`src/rtl/abdr_pkg.sv`:
```
`timescale 1ns / 1ps
package abdr_pkg;

  localparam int CfgIndexWidth = 3;
  localparam int CfgDataWidth  = 16;
  localparam int SampleWidth   = 10;
  localparam int TimeWidth     = 32;
  localparam int CountWidth    = 9;

  // Register indexes of the configuration port.
  localparam logic [CfgIndexWidth-1:0] REG_ANALOG_THRESHOLD   = 3'd0;
  localparam logic [CfgIndexWidth-1:0] REG_PULLUP_MODE        = 3'd1;
  localparam logic [CfgIndexWidth-1:0] REG_COUNT_THRESHOLD    = 3'd2;
  localparam logic [CfgIndexWidth-1:0] REG_SAMPLE_DELAY       = 3'd3;
  localparam logic [CfgIndexWidth-1:0] REG_HELD_MS            = 3'd4;
  localparam logic [CfgIndexWidth-1:0] REG_REPEAT_INITIAL_MS  = 3'd5;
  localparam logic [CfgIndexWidth-1:0] REG_REPEAT_INTERVAL_MS = 3'd6;

  localparam logic [1:0] REPEAT_NONE  = 2'd0;
  localparam logic [1:0] REPEAT_FIRST = 2'd1;
  localparam logic [1:0] REPEAT_LATER = 2'd2;

  localparam logic [CountWidth-1:0] CountMax = '1;

  typedef struct packed {
    logic [9:0]  analog_threshold;
    logic        pullup_mode;
    logic [7:0]  count_threshold;
    logic [7:0]  sample_delay;
    logic [15:0] held_ms;
    logic [15:0] repeat_initial_ms;
    logic [15:0] repeat_interval_ms;
  } cfg_t;

  typedef struct packed {
    logic                 pressed_state;
    logic                 pushed_flag;
    logic [TimeWidth-1:0] tap_duration;
    logic                 held_flag;
    logic                 repeat_fire;
  } res_t;

endpackage

```
`src/rtl/abdr_cfg.sv`:
```
`timescale 1ns / 1ps
module abdr_cfg (
  input  logic                                 clk,
  input  logic                                 rst,
  input  logic                                 cfg_valid,
  input  logic [abdr_pkg::CfgIndexWidth-1:0]   cfg_index,
  input  logic [abdr_pkg::CfgDataWidth-1:0]    cfg_data,
  output abdr_pkg::cfg_t                       cfg
);
  import abdr_pkg::*;

  always_ff @(posedge clk) begin
    if (rst) begin
      cfg.analog_threshold   <= 10'd512;
      cfg.pullup_mode        <= 1'b1;
      cfg.count_threshold    <= 8'd5;
      cfg.sample_delay       <= 8'd5;
      cfg.held_ms            <= 16'd1000;
      cfg.repeat_initial_ms  <= 16'd500;
      cfg.repeat_interval_ms <= 16'd100;
    end else if (cfg_valid) begin
      unique case (cfg_index)
        REG_ANALOG_THRESHOLD:   cfg.analog_threshold   <= cfg_data[9:0];
        REG_PULLUP_MODE:        cfg.pullup_mode        <= cfg_data[0];
        REG_COUNT_THRESHOLD:    cfg.count_threshold    <= cfg_data[7:0];
        REG_SAMPLE_DELAY:       cfg.sample_delay       <= cfg_data[7:0];
        REG_HELD_MS:            cfg.held_ms            <= cfg_data;
        REG_REPEAT_INITIAL_MS:  cfg.repeat_initial_ms  <= cfg_data;
        REG_REPEAT_INTERVAL_MS: cfg.repeat_interval_ms <= cfg_data;
        default: ;
      endcase
    end
  end

endmodule

```
`src/rtl/abdr_core.sv`:
```
`timescale 1ns / 1ps
module abdr_core (
  input  logic                              clk,
  input  logic                              rst,
  input  abdr_pkg::cfg_t                    cfg,
  input  logic                              step,
  input  logic [abdr_pkg::SampleWidth-1:0]  analog_sample,
  input  logic                              read_pushed,
  input  logic                              read_tapped,
  input  logic                              poll_repeat,
  output abdr_pkg::res_t                    res
);
  import abdr_pkg::*;

  logic [TimeWidth-1:0]  now_ms;
  logic [TimeWidth-1:0]  last_sample_time;
  logic [CountWidth-1:0] disagree_count;
  logic                  debounced_state;
  logic                  pushed_latch;
  logic [TimeWidth-1:0]  press_duration;
  logic [TimeWidth-1:0]  last_change_time;
  logic [TimeWidth-1:0]  last_repeat_time;
  logic [1:0]            repeat_count;

  logic [CountWidth-1:0] disagree_count_next;
  logic [TimeWidth-1:0]  press_duration_next;
  logic [1:0]            repeat_count_next;

  logic                  raw;
  logic                  run;
  logic                  disagree;
  logic [CountWidth-1:0] count_inc;
  logic                  toggle;
  logic                  press;
  logic                  release_evt;
  logic                  state_new;
  logic                  pushed_new;
  logic [TimeWidth-1:0]  since_change;
  logic [TimeWidth-1:0]  since_repeat;
  logic [15:0]           gap;
  logic                  fire;

  always_comb begin
    if (cfg.pullup_mode) raw = (analog_sample <= cfg.analog_threshold);
    else                 raw = (analog_sample >  cfg.analog_threshold);

    run       = ((now_ms - last_sample_time) > {24'd0, cfg.sample_delay});
    disagree  = (raw != debounced_state);
    count_inc = (disagree_count < CountMax) ? disagree_count + 1'b1 : disagree_count;
    toggle    = run && disagree && (count_inc > {1'b0, cfg.count_threshold});
    press       = toggle && !debounced_state;
    release_evt = toggle && debounced_state;
    state_new   = debounced_state ^ toggle;
    pushed_new  = pushed_latch | press;

    since_change = now_ms - last_change_time;
    since_repeat = now_ms - last_repeat_time;

    if (release_evt) press_duration_next = since_change;
    else             press_duration_next = press_duration;

    if (!run)          disagree_count_next = disagree_count;
    else if (!disagree || toggle) disagree_count_next = '0;
    else               disagree_count_next = count_inc;

    gap = (repeat_count == REPEAT_FIRST) ? cfg.repeat_initial_ms : cfg.repeat_interval_ms;
    // A fresh press restarts the repeat sequence, so it always fires on a poll.
    fire = poll_repeat && state_new &&
           (press || repeat_count == REPEAT_NONE || since_repeat > {16'd0, gap});

    if (press)
      repeat_count_next = fire ? REPEAT_FIRST : REPEAT_NONE;
    else if (fire && repeat_count != REPEAT_LATER)
      repeat_count_next = repeat_count + 1'b1;
    else
      repeat_count_next = repeat_count;

    res.pressed_state = state_new;
    res.pushed_flag   = pushed_new;
    res.tap_duration  = press_duration_next;
    res.held_flag     = state_new && !toggle && (since_change > {16'd0, cfg.held_ms});
    res.repeat_fire   = fire;
  end

  always_ff @(posedge clk) begin
    if (rst) begin
      now_ms           <= '0;
      last_sample_time <= '0;
      disagree_count   <= '0;
      debounced_state  <= 1'b0;
      pushed_latch     <= 1'b0;
      press_duration   <= '0;
      last_change_time <= '0;
      last_repeat_time <= '0;
      repeat_count     <= REPEAT_NONE;
    end else if (step) begin
      now_ms          <= now_ms + 1'b1;
      if (run) last_sample_time <= now_ms;
      disagree_count  <= disagree_count_next;
      debounced_state <= state_new;
      pushed_latch    <= read_pushed ? 1'b0 : pushed_new;
      press_duration  <= read_tapped ? '0 : press_duration_next;
      if (toggle) last_change_time <= now_ms;
      if (press || fire) last_repeat_time <= now_ms;
      repeat_count    <= repeat_count_next;
    end
  end

endmodule

```
`src/rtl/abdr_outbuf.sv`:
```
`timescale 1ns / 1ps
module abdr_outbuf (
  input  logic           clk,
  input  logic           rst,
  input  logic           wr_en,
  input  abdr_pkg::res_t wr_data,
  output logic           full,
  output logic           rd_valid,
  input  logic           rd_stall,
  output abdr_pkg::res_t rd_data
);
  import abdr_pkg::*;

  res_t       mem [2];
  logic       wr_ptr;
  logic       rd_ptr;
  logic [1:0] count;
  logic       rd_en;

  assign full     = (count == 2'd2);
  assign rd_valid = (count != 2'd0);
  assign rd_en    = rd_valid && !rd_stall;
  assign rd_data  = mem[rd_ptr];

  always_ff @(posedge clk) begin
    if (wr_en) mem[wr_ptr] <= wr_data;
  end

  always_ff @(posedge clk) begin
    if (rst) begin
      wr_ptr <= 1'b0;
      rd_ptr <= 1'b0;
      count  <= 2'd0;
    end else begin
      if (wr_en) wr_ptr <= !wr_ptr;
      if (rd_en) rd_ptr <= !rd_ptr;
      case ({wr_en, rd_en})
        2'b10:   count <= count + 1'b1;
        2'b01:   count <= count - 1'b1;
        default: count <= count;
      endcase
    end
  end

endmodule

```
`src/rtl/analog_button_debounce_repeat.sv`:
```
`timescale 1ns / 1ps
// A tick item's result is written into the result queue at the accepting edge and is valid in the cycle after it.
// Throughput: one item per cycle while the result queue is not full; all state updates are done in the accepting cycle.
// A two-entry result queue keeps input accepted while one result waits to be taken.
// Reset clears all timing and button state and loads the register defaults.
module analog_button_debounce_repeat (
  input  logic        clk,
  input  logic        rst,
  input  logic        cfg_valid,
  output logic        cfg_ready,
  input  logic [2:0]  cfg_index,
  input  logic [15:0] cfg_data,
  input  logic        in_valid,
  output logic        in_stall,
  input  logic [9:0]  analog_sample,
  input  logic        read_pushed,
  input  logic        read_tapped,
  input  logic        poll_repeat,
  output logic        out_valid,
  input  logic        out_stall,
  output logic        pressed_state,
  output logic        pushed_flag,
  output logic [31:0] tap_duration,
  output logic        held_flag,
  output logic        repeat_fire
);
  import abdr_pkg::*;

  cfg_t cfg;
  res_t res;
  res_t out_res;
  logic step;
  logic full;

  assign cfg_ready = 1'b1;
  assign in_stall  = full;
  assign step      = in_valid && !full;

  abdr_cfg u_cfg (
    .clk       (clk),
    .rst       (rst),
    .cfg_valid (cfg_valid),
    .cfg_index (cfg_index),
    .cfg_data  (cfg_data),
    .cfg       (cfg)
  );

  abdr_core u_core (
    .clk           (clk),
    .rst           (rst),
    .cfg           (cfg),
    .step          (step),
    .analog_sample (analog_sample),
    .read_pushed   (read_pushed),
    .read_tapped   (read_tapped),
    .poll_repeat   (poll_repeat),
    .res           (res)
  );

  abdr_outbuf u_outbuf (
    .clk      (clk),
    .rst      (rst),
    .wr_en    (step),
    .wr_data  (res),
    .full     (full),
    .rd_valid (out_valid),
    .rd_stall (out_stall),
    .rd_data  (out_res)
  );

  assign pressed_state = out_res.pressed_state;
  assign pushed_flag   = out_res.pushed_flag;
  assign tap_duration  = out_res.tap_duration;
  assign held_flag     = out_res.held_flag;
  assign repeat_fire   = out_res.repeat_fire;

endmodule

```
`config.mk`:
```
export PLATFORM = sky130hd
export DESIGN_NAME = analog_button_debounce_repeat
export DESIGN_NICKNAME = d
export VERILOG_FILES = /design/src/rtl/abdr_pkg.sv /design/src/rtl/abdr_cfg.sv /design/src/rtl/abdr_core.sv /design/src/rtl/abdr_outbuf.sv /design/src/rtl/analog_button_debounce_repeat.sv
export SDC_FILE = /design/constraint.sdc
export NUM_CORES = 1
export LEC_CHECK = 0
export BUFFER_PORTS_ARGS = -buffer_cell sky130_fd_sc_hd__buf_2
export CORE_ASPECT_RATIO = 0.9
export CORE_MARGIN = 1.5
export CORE_UTILIZATION = 31
export CTS_CLUSTER_DIAMETER = 40
export CTS_CLUSTER_SIZE = 25
export DETAILED_ROUTE_END_ITERATION = 8
export GPL_ROUTABILITY_DRIVEN = 0
export GPL_TIMING_DRIVEN = 1
export SLEW_MARGIN = 20
export SYNTH_ARGS = -nofsm -noshare
export SYNTH_HDL_FRONTEND = slang
export SYNTH_SLANG_ARGS = --single-unit
```
`constraint.sdc`:
```
create_clock -name clk -period 6.9 [get_ports clk]
set_input_delay 1.38 -clock clk [delete_from_list [all_inputs] [get_ports clk]]
set_output_delay 1.38 -clock clk [all_outputs]
set_load 0.02 [all_outputs]
```
==> metrics list, run 1 <==
- Status: finished, violations left
* Failing checks: DRC
- The biggest area contributor in the post-synthesis netlist is dfxtp_1.
- TritonCTS built the clock tree.
- Worst Path Class, Setup: flop to flop
- Final Setup Violations: 0
- The wire-length estimate of the detail-placed layout is 38500 um.
- Number of diodes: 0
- The cell area that synthesis handed to floorplanning was 20700 sq um.
- DRC violation count after routing: 9
- Row generation in the floorplan step produced 89 rows.
* Overall routing resource usage: 15.4%
* Final standard cell utilization of the core: 36.0%
- WL/cell: 15.7 um
- Post-route minimum period: 6.16 ns
* Leading cell type by number of instances after synthesis: dfxtp_1
- The number of setup buffers added after CTS is 0.
- P&R area growth vs syn: 14.4%
- The via count of the first global-routing pass came to 15800.
* Syn_area_per_cell: 8.71 sq um
- Vias after detailed routing: 16800
* Gate count after technology mapping: 2375
* Initial core utilization: 31.4%
- Wires add up to 52300 um.
- Register bit count reported by yosys: 325
- The final-report hold violation count is 0.
* Net count after synthesis: 2573
- For this run the aggregate overflow at the end of global routing stands at 0.
* Pin count of the biggest net entering global routing: 87
- Clock root buffer: clkbuf_16
- Reported leakage power: 9.55 nW
- For this design, the CTS-stage hold fixing added 0 buffers.
- Worst-case headroom to the max-slew limit: 29.0%
- Critical Path Start Type: flop
- Static timing analysis puts the maximum clock frequency at 162 MHz.
- Top-level port count: 76
- The die is 275 um wide.
- The die covers 68300 sq um.
- Final Skew: 0.0380 ns
- Total number of yosys warnings: 0
- In the synthesized netlist, the cells that appear most often are 253 x dfxtp_1, 242 x nand2_1, 194 x a21oi_1.
* Final antenna-violating net count: 0
* Required time at the endpoint of the critical path: 7.39 ns
* Count of final max-slew check failures: 0
* Die span in y: 248 um
- Once the clock tree was built, the resizer swapped 0 gates to a different size.
* Post-detailed-route via-to-cell ratio: 5.07
- Clock tree synthesis inserted a total of 48 buffers.
- Of the available clock period, the critical path in the final layout requires 89.3%.
* Type of element capturing the critical path: flop
- Setup repair after global routing left no endpoint under its margin.
* Clock tree sinks: 325
- Port buffering added 74 buffers.
- Iter 0 DRT Violations: 1039
* Worst-Skew Late Latency: 0.59 ns
* Final-stage net count: 2616
- The floorplan step defined a core boundary enclosing 65800 sq um.
* Worst endpoint data arrival time: 6.65 ns
* Fraction of final layout cells sized beyond drive strength 1: 11.9%
* Largest fanout on the critical path: 32
* Share of synthesized flip-flops with an asynchronous set or reset: 0%
* Cells taking the most area after synthesis: dfxtp_1 24%, edfxtp_1 10%, ha_1 9.6%
- Portion of synthesized cell area occupied by the leading cell type: 24.5%
* Power density over the cells: 256 nW/um^2
- Post-synth cell types: 83
* Level count of the clock H-tree: 2
* Number of flops mapped to enable cells by yosys: 72
- In this run the worst hold path is classified as flop to flop.
- Sequential cell area fraction in the yosys report: 35.0%
- The clock passes through at most 3 buffers.
- Among all flip-flop cells after synthesis, the most frequent one is dfxtp_1.
* Actual transition at the worst max-transition pin: 1.07 ns
- Max cap viols: 0
* Worst-path clk slew: 0.06 ns
- The number of antenna violations at the first check in global routing came to 1.
- Across the VDD grid, the largest voltage drop is 0.000169 V.
- Before antenna repair, the detailed router went through 7 iterations.
- Aggregate negative setup slack: 0 ns
* Global-route wire length before repair: 84500 um
[registers in the layout, summed over array words and instances (netlist names), named ones only]
register and cells:
u_cfg.cfg 75, u_core.debounced_state 1, u_core.disagree_count 9, u_core.last_change_time 32, u_core.last_repeat_time 32, u_core.last_sample_time 32, u_core.now_ms 32, u_core.press_duration 32
u_core.pushed_latch 1, u_core.repeat_count 2, u_outbuf.count 2, u_outbuf.mem 72, u_outbuf.rd_ptr 1, u_outbuf.wr_ptr 1
[report_power, final]
group          internal, mW  switching, mW  leakage (nW)
clock                  1.51           1.00         0.820
sequential             2.06         0.0742          2.73
combinational         0.568          0.837          6.00
[layer usage]
layer  GRT usage (%)  part of all wire (%)  vias to the layer above
met5               0                     0                        -
li1                -                     -                     8569
met3            2.72                   4.4                      100
met4            5.56                   3.3                        0
met1            21.1                    49                     7841
met2            24.0                    43                      339
[worst paths after layout]
path	slack, ns	cells after the start	to	startpoint
worst max register to register	0.74	23	u_core.last_repeat_time[30]	u_core.now_ms[0]
worst min-delay path	0.45	2	u_cfg.cfg[60]	u_cfg.cfg[60]
worst max-delay path	0.74	23	u_core.last_repeat_time[30]	u_core.now_ms[0]
worst min register to register	0.45	2	u_cfg.cfg[60]	u_cfg.cfg[60]
[logic make-up after synthesis]
logic type               Yosys count  share of synthesized area (%)
AO/OA/AOI/OAI                    508                           16.3
XOR/XNOR                         101                           4.28
adder cells (fa/ha/maj)          161                           9.85
buffers and inverters            287                           5.47
flip-flops                       325                           35.0
multiplexers                     185                           9.36
other                              1                         0.0181
AND/OR/NAND/NOR                  807                           19.8
[through the flow]
| stage | power [mW] | setup slack (ns) | hold slack (ns) | std cells | area [sq um] |
|---|---|---|---|---|---|
| 6_report | 6.05 | 0.738 | 0.453 | 3322 | 23700 |
| 5_1_grt | 6.36 | 0.381 | 0.472 | 3322 | 23700 |
| 4_1_cts | 6.13 | 0.773 | 0.455 | 3321 | 23700 |
| 3_5_place_dp | 3.59 | 0.852 | 0.447 | 3231 | 22000 |
| 3_3_place_gp | 3.59 | 0.902 | 0.443 | 3231 | 22000 |
| 2_1_floorplan | 3.16 | 1.70 | 0.433 | 2375 | 20700 |
[placed cells by master, fill, tap and decap left out, types with 49 or more instances in the layout]
cell type,synthesis,final
a21oi_1,194,193
nand2b_1,87,87
clkbuf_16,0,49
mux2i_1,118,118
o21ai_0,67,67
edfxtp_1,72,72
buf_2,22,73
xnor2_1,62,62
ha_1,158,158
nor2_1,185,183
mux2_2,67,67
dfxtp_1,253,252
inv_1,166,166
nand2_1,242,242
[critical path, stage by stage (launching register included)]
cell and delay (ns):
dfxtp_1 0.37, inv_1 0.16, ha_1 0.20, inv_1 0.06, fa_1 0.40, a21o_1 0.20, a311o_1 0.37, a211oi_2 0.42
o21ai_1 0.16, a21oi_1 0.19, xnor2_1 0.09, ha_1 0.33, a21oi_1 0.16, nand2_1 0.07, a211o_1 0.29, a221oi_1 0.21
a21oi_1 0.10, or4_1 0.50, nor4_1 0.28, nand3_1 0.15, o31a_1 0.39, a22oi_4 0.20, buf_4 0.49, mux2i_1 0.25
[cell type report]
class	instances	area (sq um)
fill	6672	42100
multi-input combinational	1763	12400
sequential	325	7230
clock buffer	54	1250
tap	864	1080
timing repair buffer	113	676
inverter	167	627
clock inverter	36	420
Power figures use the tool's default switching activity.
==> inputs of run 2 (changes only) <==
--- a/config.mk
+++ b/config.mk
@@ -14,6 +14,8 @@
 export DETAILED_ROUTE_END_ITERATION = 8
 export GPL_ROUTABILITY_DRIVEN = 0
 export GPL_TIMING_DRIVEN = 1
+export HOLD_SLACK_MARGIN = 0.02
+export MAX_ROUTING_LAYER = met4
 export SLEW_MARGIN = 20
 export SYNTH_ARGS = -nofsm -noshare
 export SYNTH_HDL_FRONTEND = slang
==> metrics list, run 2 (same netlist as run 1, synthesis figures left out) <==
- The mean number of vias per cell was 5.04 (-0.56%).
- The setup fix buffers added after clock tree synthesis came to 0 (unchanged).
* Largest buffer count on any clock path: 3 (unchanged)
- Among the stages of the critical path, the cell type that occurs most often is a21oi_1.
- The depth of the worst register-to-register path is 23 (unchanged).
* Capture point of the worst reg-to-reg path: u_core.last_repeat_time[30]
- Number of diodes: 0 (unchanged)
- CP Cell Sequence: inv_1 > ha_1 > inv_1 > fa_1 > a21o_1 > a311o_1 > a211oi_2 > o21ai_1 > a21oi_1 > xnor2_1 > ha_1 > a21oi_1 > nand2_1 > a211o_1 > a221oi_1 > a21oi_1 > or4_1 > nor4_1 > nand3_1 > o31a_1 > a22oi_4 > buf_4 > mux2i_1
- Std cell rows: 89 (unchanged)
- The internal portion of total power came to 4.14 mW (unchanged).
- Top library cells by usage in the layout, fill and taps aside: 252 x dfxtp_1, 242 x nand2_1, 193 x a21oi_1
- Clock root buffer: clkbuf_16
* Register ranked first by flip-flop count: u_cfg.cfg
- The final critical delay including setup and external delays was 6.14 ns (-0.0204 ns).
- Initial core utilization: 31.4% (unchanged)
- The overall power consumption was 6.06 mW (about the same).
- Area of the die: 68300 sq um (unchanged)
* Worst endpoint data arrival time: 6.63 ns (-0.02 ns)
- STA classifies the critical path startpoint as a flop.
- The tightest min-delay check is of the flop to flop type.
* Type of element capturing the critical path: flop
- The final reports fail on DRC.
* Final Setup Violations: 0 (unchanged)
* Switching part of the total power: 31.6% (about the same)
* Critical hold path startpoint: u_cfg.cfg[60]
- Max cap viols: 0 (unchanged)
* RSZ-0062 raised after global routing: no
- Hold buffers post-CTS: 0 (unchanged)
- Post-route fraction of the period consumed by the critical path: 89.0% (-0.30 points)
* Maximum ir drop on the vdd rail: 0.000169 V (-0.31%)
* Most common library cell in the layout ignoring fill and taps: dfxtp_1
* Startpoint of the most critical register-to-register path: u_core.now_ms[0]
- End point of the worst hold path: u_cfg.cfg[60]
- Clk network pwr share: 41.5% (about the same)
- Worst-Skew Late Latency: 0.60 ns (about the same)
* Minimum hold slack: 0.453 ns (-0.000193 ns)
- The worst clock skew on the final layout came to 0.0413 ns (+0.00325 ns).
- The switching power came to 1.92 mW (+0.14%).
- Cell area after placement: 22000 sq um (unchanged)
- The fill cell total of the finished layout came to 6672 (unchanged).
- The register share of total power is 35.3% (about the same).
- Hold-critical path depth: 2 (unchanged)
- Largest fanout on the critical path: 32 (unchanged)
- The detailed placer's ending HPWL is 38500 um (unchanged).
- Die span in y: 248 um (unchanged)
- The critical path data required time is 7.39 ns (about the same).
- The leftover overflow at the end of global routing came to 0 (unchanged).
* Number of buffer and inverter instances along the worst setup path: 3 (unchanged)
- Actual transition at the worst max-transition pin: 1.07 ns (+0.00701 ns)
* Power density over the cells: 256 nW/um^2 (about the same)
- # resized after CTS: 0 (unchanged)
- In the final layout, the registers with the most flip-flops are u_cfg.cfg: 75 flops, u_outbuf.mem: 72 flops.
* Std-Cell Core Area: 65800 sq um (unchanged)
- Number of buffers created by CTS: 48 (unchanged)
- The wire length of the first global-routing pass is 84500 um (about the same).
* Slowest stage cell on the critical path: or4_1
- Number of detailed-routing iterations run before antenna repair: 7 (unchanged)
- The headroom to the max-slew limit was 28.5% (-0.47 points).
- Count of final max-slew check failures: 0 (unchanged)
* Maximum frequency from static timing analysis: 163 MHz (+0.33%)
* Chip width: 275 um (unchanged)
- The layout overhead on the synthesized area is 14.4% (unchanged).
* Initial antenna violation count: 1 (unchanged)
- WL/cell: 15.8 um (+0.26%)
* Combinational cell fraction of total power: 23.2% (about the same)
- The via count of the first global-routing pass came to 15800 (+0.032%).
* Fraction of final layout cells sized beyond drive strength 1: 11.9% (unchanged)
- Final-stage net count: 2616 (unchanged)
* DRC violation count after routing: 9 (unchanged)
- Largest delay contributor family on the critical path: compound AO/OA/AOI/OAI gates
- The number of nets with antenna violations after routing is 0 (unchanged).
- The number of flip-flops under the largest register name was 75 (unchanged).
* Pin count of the biggest net entering global routing: 87 (unchanged)
* Vias after detailed routing: 16800 (-0.56%)
* DRT Wirelength: 52400 um (+0.26%)
* Aggregate negative setup slack: 0 ns (unchanged)
* Reported leakage power: 9.55 nW (unchanged)
- The top-level I/O count came to 76 (unchanged).
- The final-report hold violation count is 0 (unchanged).
- The number of H-tree levels is 2 (unchanged).
- Setup slack of the most critical reg-to-reg path: 0.76 ns (+0.02 ns)
- The final instance area is 23700 sq um (unchanged).
- The run finished, with violations left.
- The initial DRC count came to 1061 (+2.1%).
* Peak per-stage delay on the critical path: 0.49 ns (about the same)
* TritonCTS clock tree: built
* Total of buffers placed on input and output ports: 74 (unchanged)
- Worst-path clk slew: 0.06 ns (about the same)
* Overall routing resource usage: 15.8% (+0.46 points)
* Clock tree sinks: 325 (unchanged)
- Worst Path Class, Setup: flop to flop
[run 2: cell counts in the layout (fill, tap and decap cells not counted)]
Identical to the previous run, type by type.
[run 2: power groups by stage]
stage	logic [mW]	clock network [mW]	registers (mW)
CTS	1.42	2.57	2.14
detailed placement	1.41	0	2.18
global route	1.55	2.65	2.16
floorplan	1.02	0	2.14
finish	1.40	2.51	2.14
global placement	1.41	0	2.18
[run 2: how the worst max path moves through the flow]
stage	slack (ns)	to	depth (start not counted)	start
floorplan	1.70	u_core.last_repeat_time[10]	23	u_core.now_ms[0]
global route	0.38	u_core.last_repeat_time[21]	23	u_core.now_ms[0]
detailed placement	0.85	u_core.last_repeat_time[1]	23	u_core.now_ms[0]
global placement	0.90	u_core.last_repeat_time[1]	23	u_core.now_ms[0]
finish	0.76	u_core.last_repeat_time[30]	23	u_core.now_ms[0]
CTS	0.77	u_core.last_repeat_time[30]	23	u_core.now_ms[0]
[run 2: routing by layer]
metal  GRT usage, %  vias to the layer above  part of all wire (%)
li1               -                     8566                     -
met2           24.0                      326                    43
met5              -                        -                     0
met3           2.72                       97                   4.3
met4           5.56                        0                   3.3
met1           21.1                     7765                    49
[run 2: worst register-to-register path, cell delays in order, from the launching register on]
cell	delay [ns]
dfxtp_1	0.36
inv_1	0.16
ha_1	0.19
inv_1	0.06
fa_1	0.40
a21o_1	0.20
a311o_1	0.37
a211oi_2	0.43
o21ai_1	0.17
a21oi_1	0.19
xnor2_1	0.09
ha_1	0.33
a21oi_1	0.16
nand2_1	0.07
a211o_1	0.29
a221oi_1	0.22
a21oi_1	0.09
or4_1	0.49
nor4_1	0.28
nand3_1	0.15
o31a_1	0.39
a22oi_4	0.20
buf_4	0.49
mux2i_1	0.27
[run 2: cell type report]
cell class                 count  area (sq um)  share of cell area, %
multi-input combinational   1763         12400                   52.3
timing repair buffer         113           676                   2.86
sequential                   325          7230                   30.5
inverter                     167           627                   2.65
tap                          864          1080                   4.57
clock inverter                36           420                   1.78
clock buffer                  54          1250                   5.30
[run 2: metrics by stage]
stage               setup WS [ns]  utilization (%)  instances
floorplan                    1.70                -       2375
global placement            0.902             33.4       3231
detailed placement          0.852             33.4       3231
CTS                         0.773             35.9       3321
global route                0.382             36.0       3322
finish                      0.758             36.0       3322
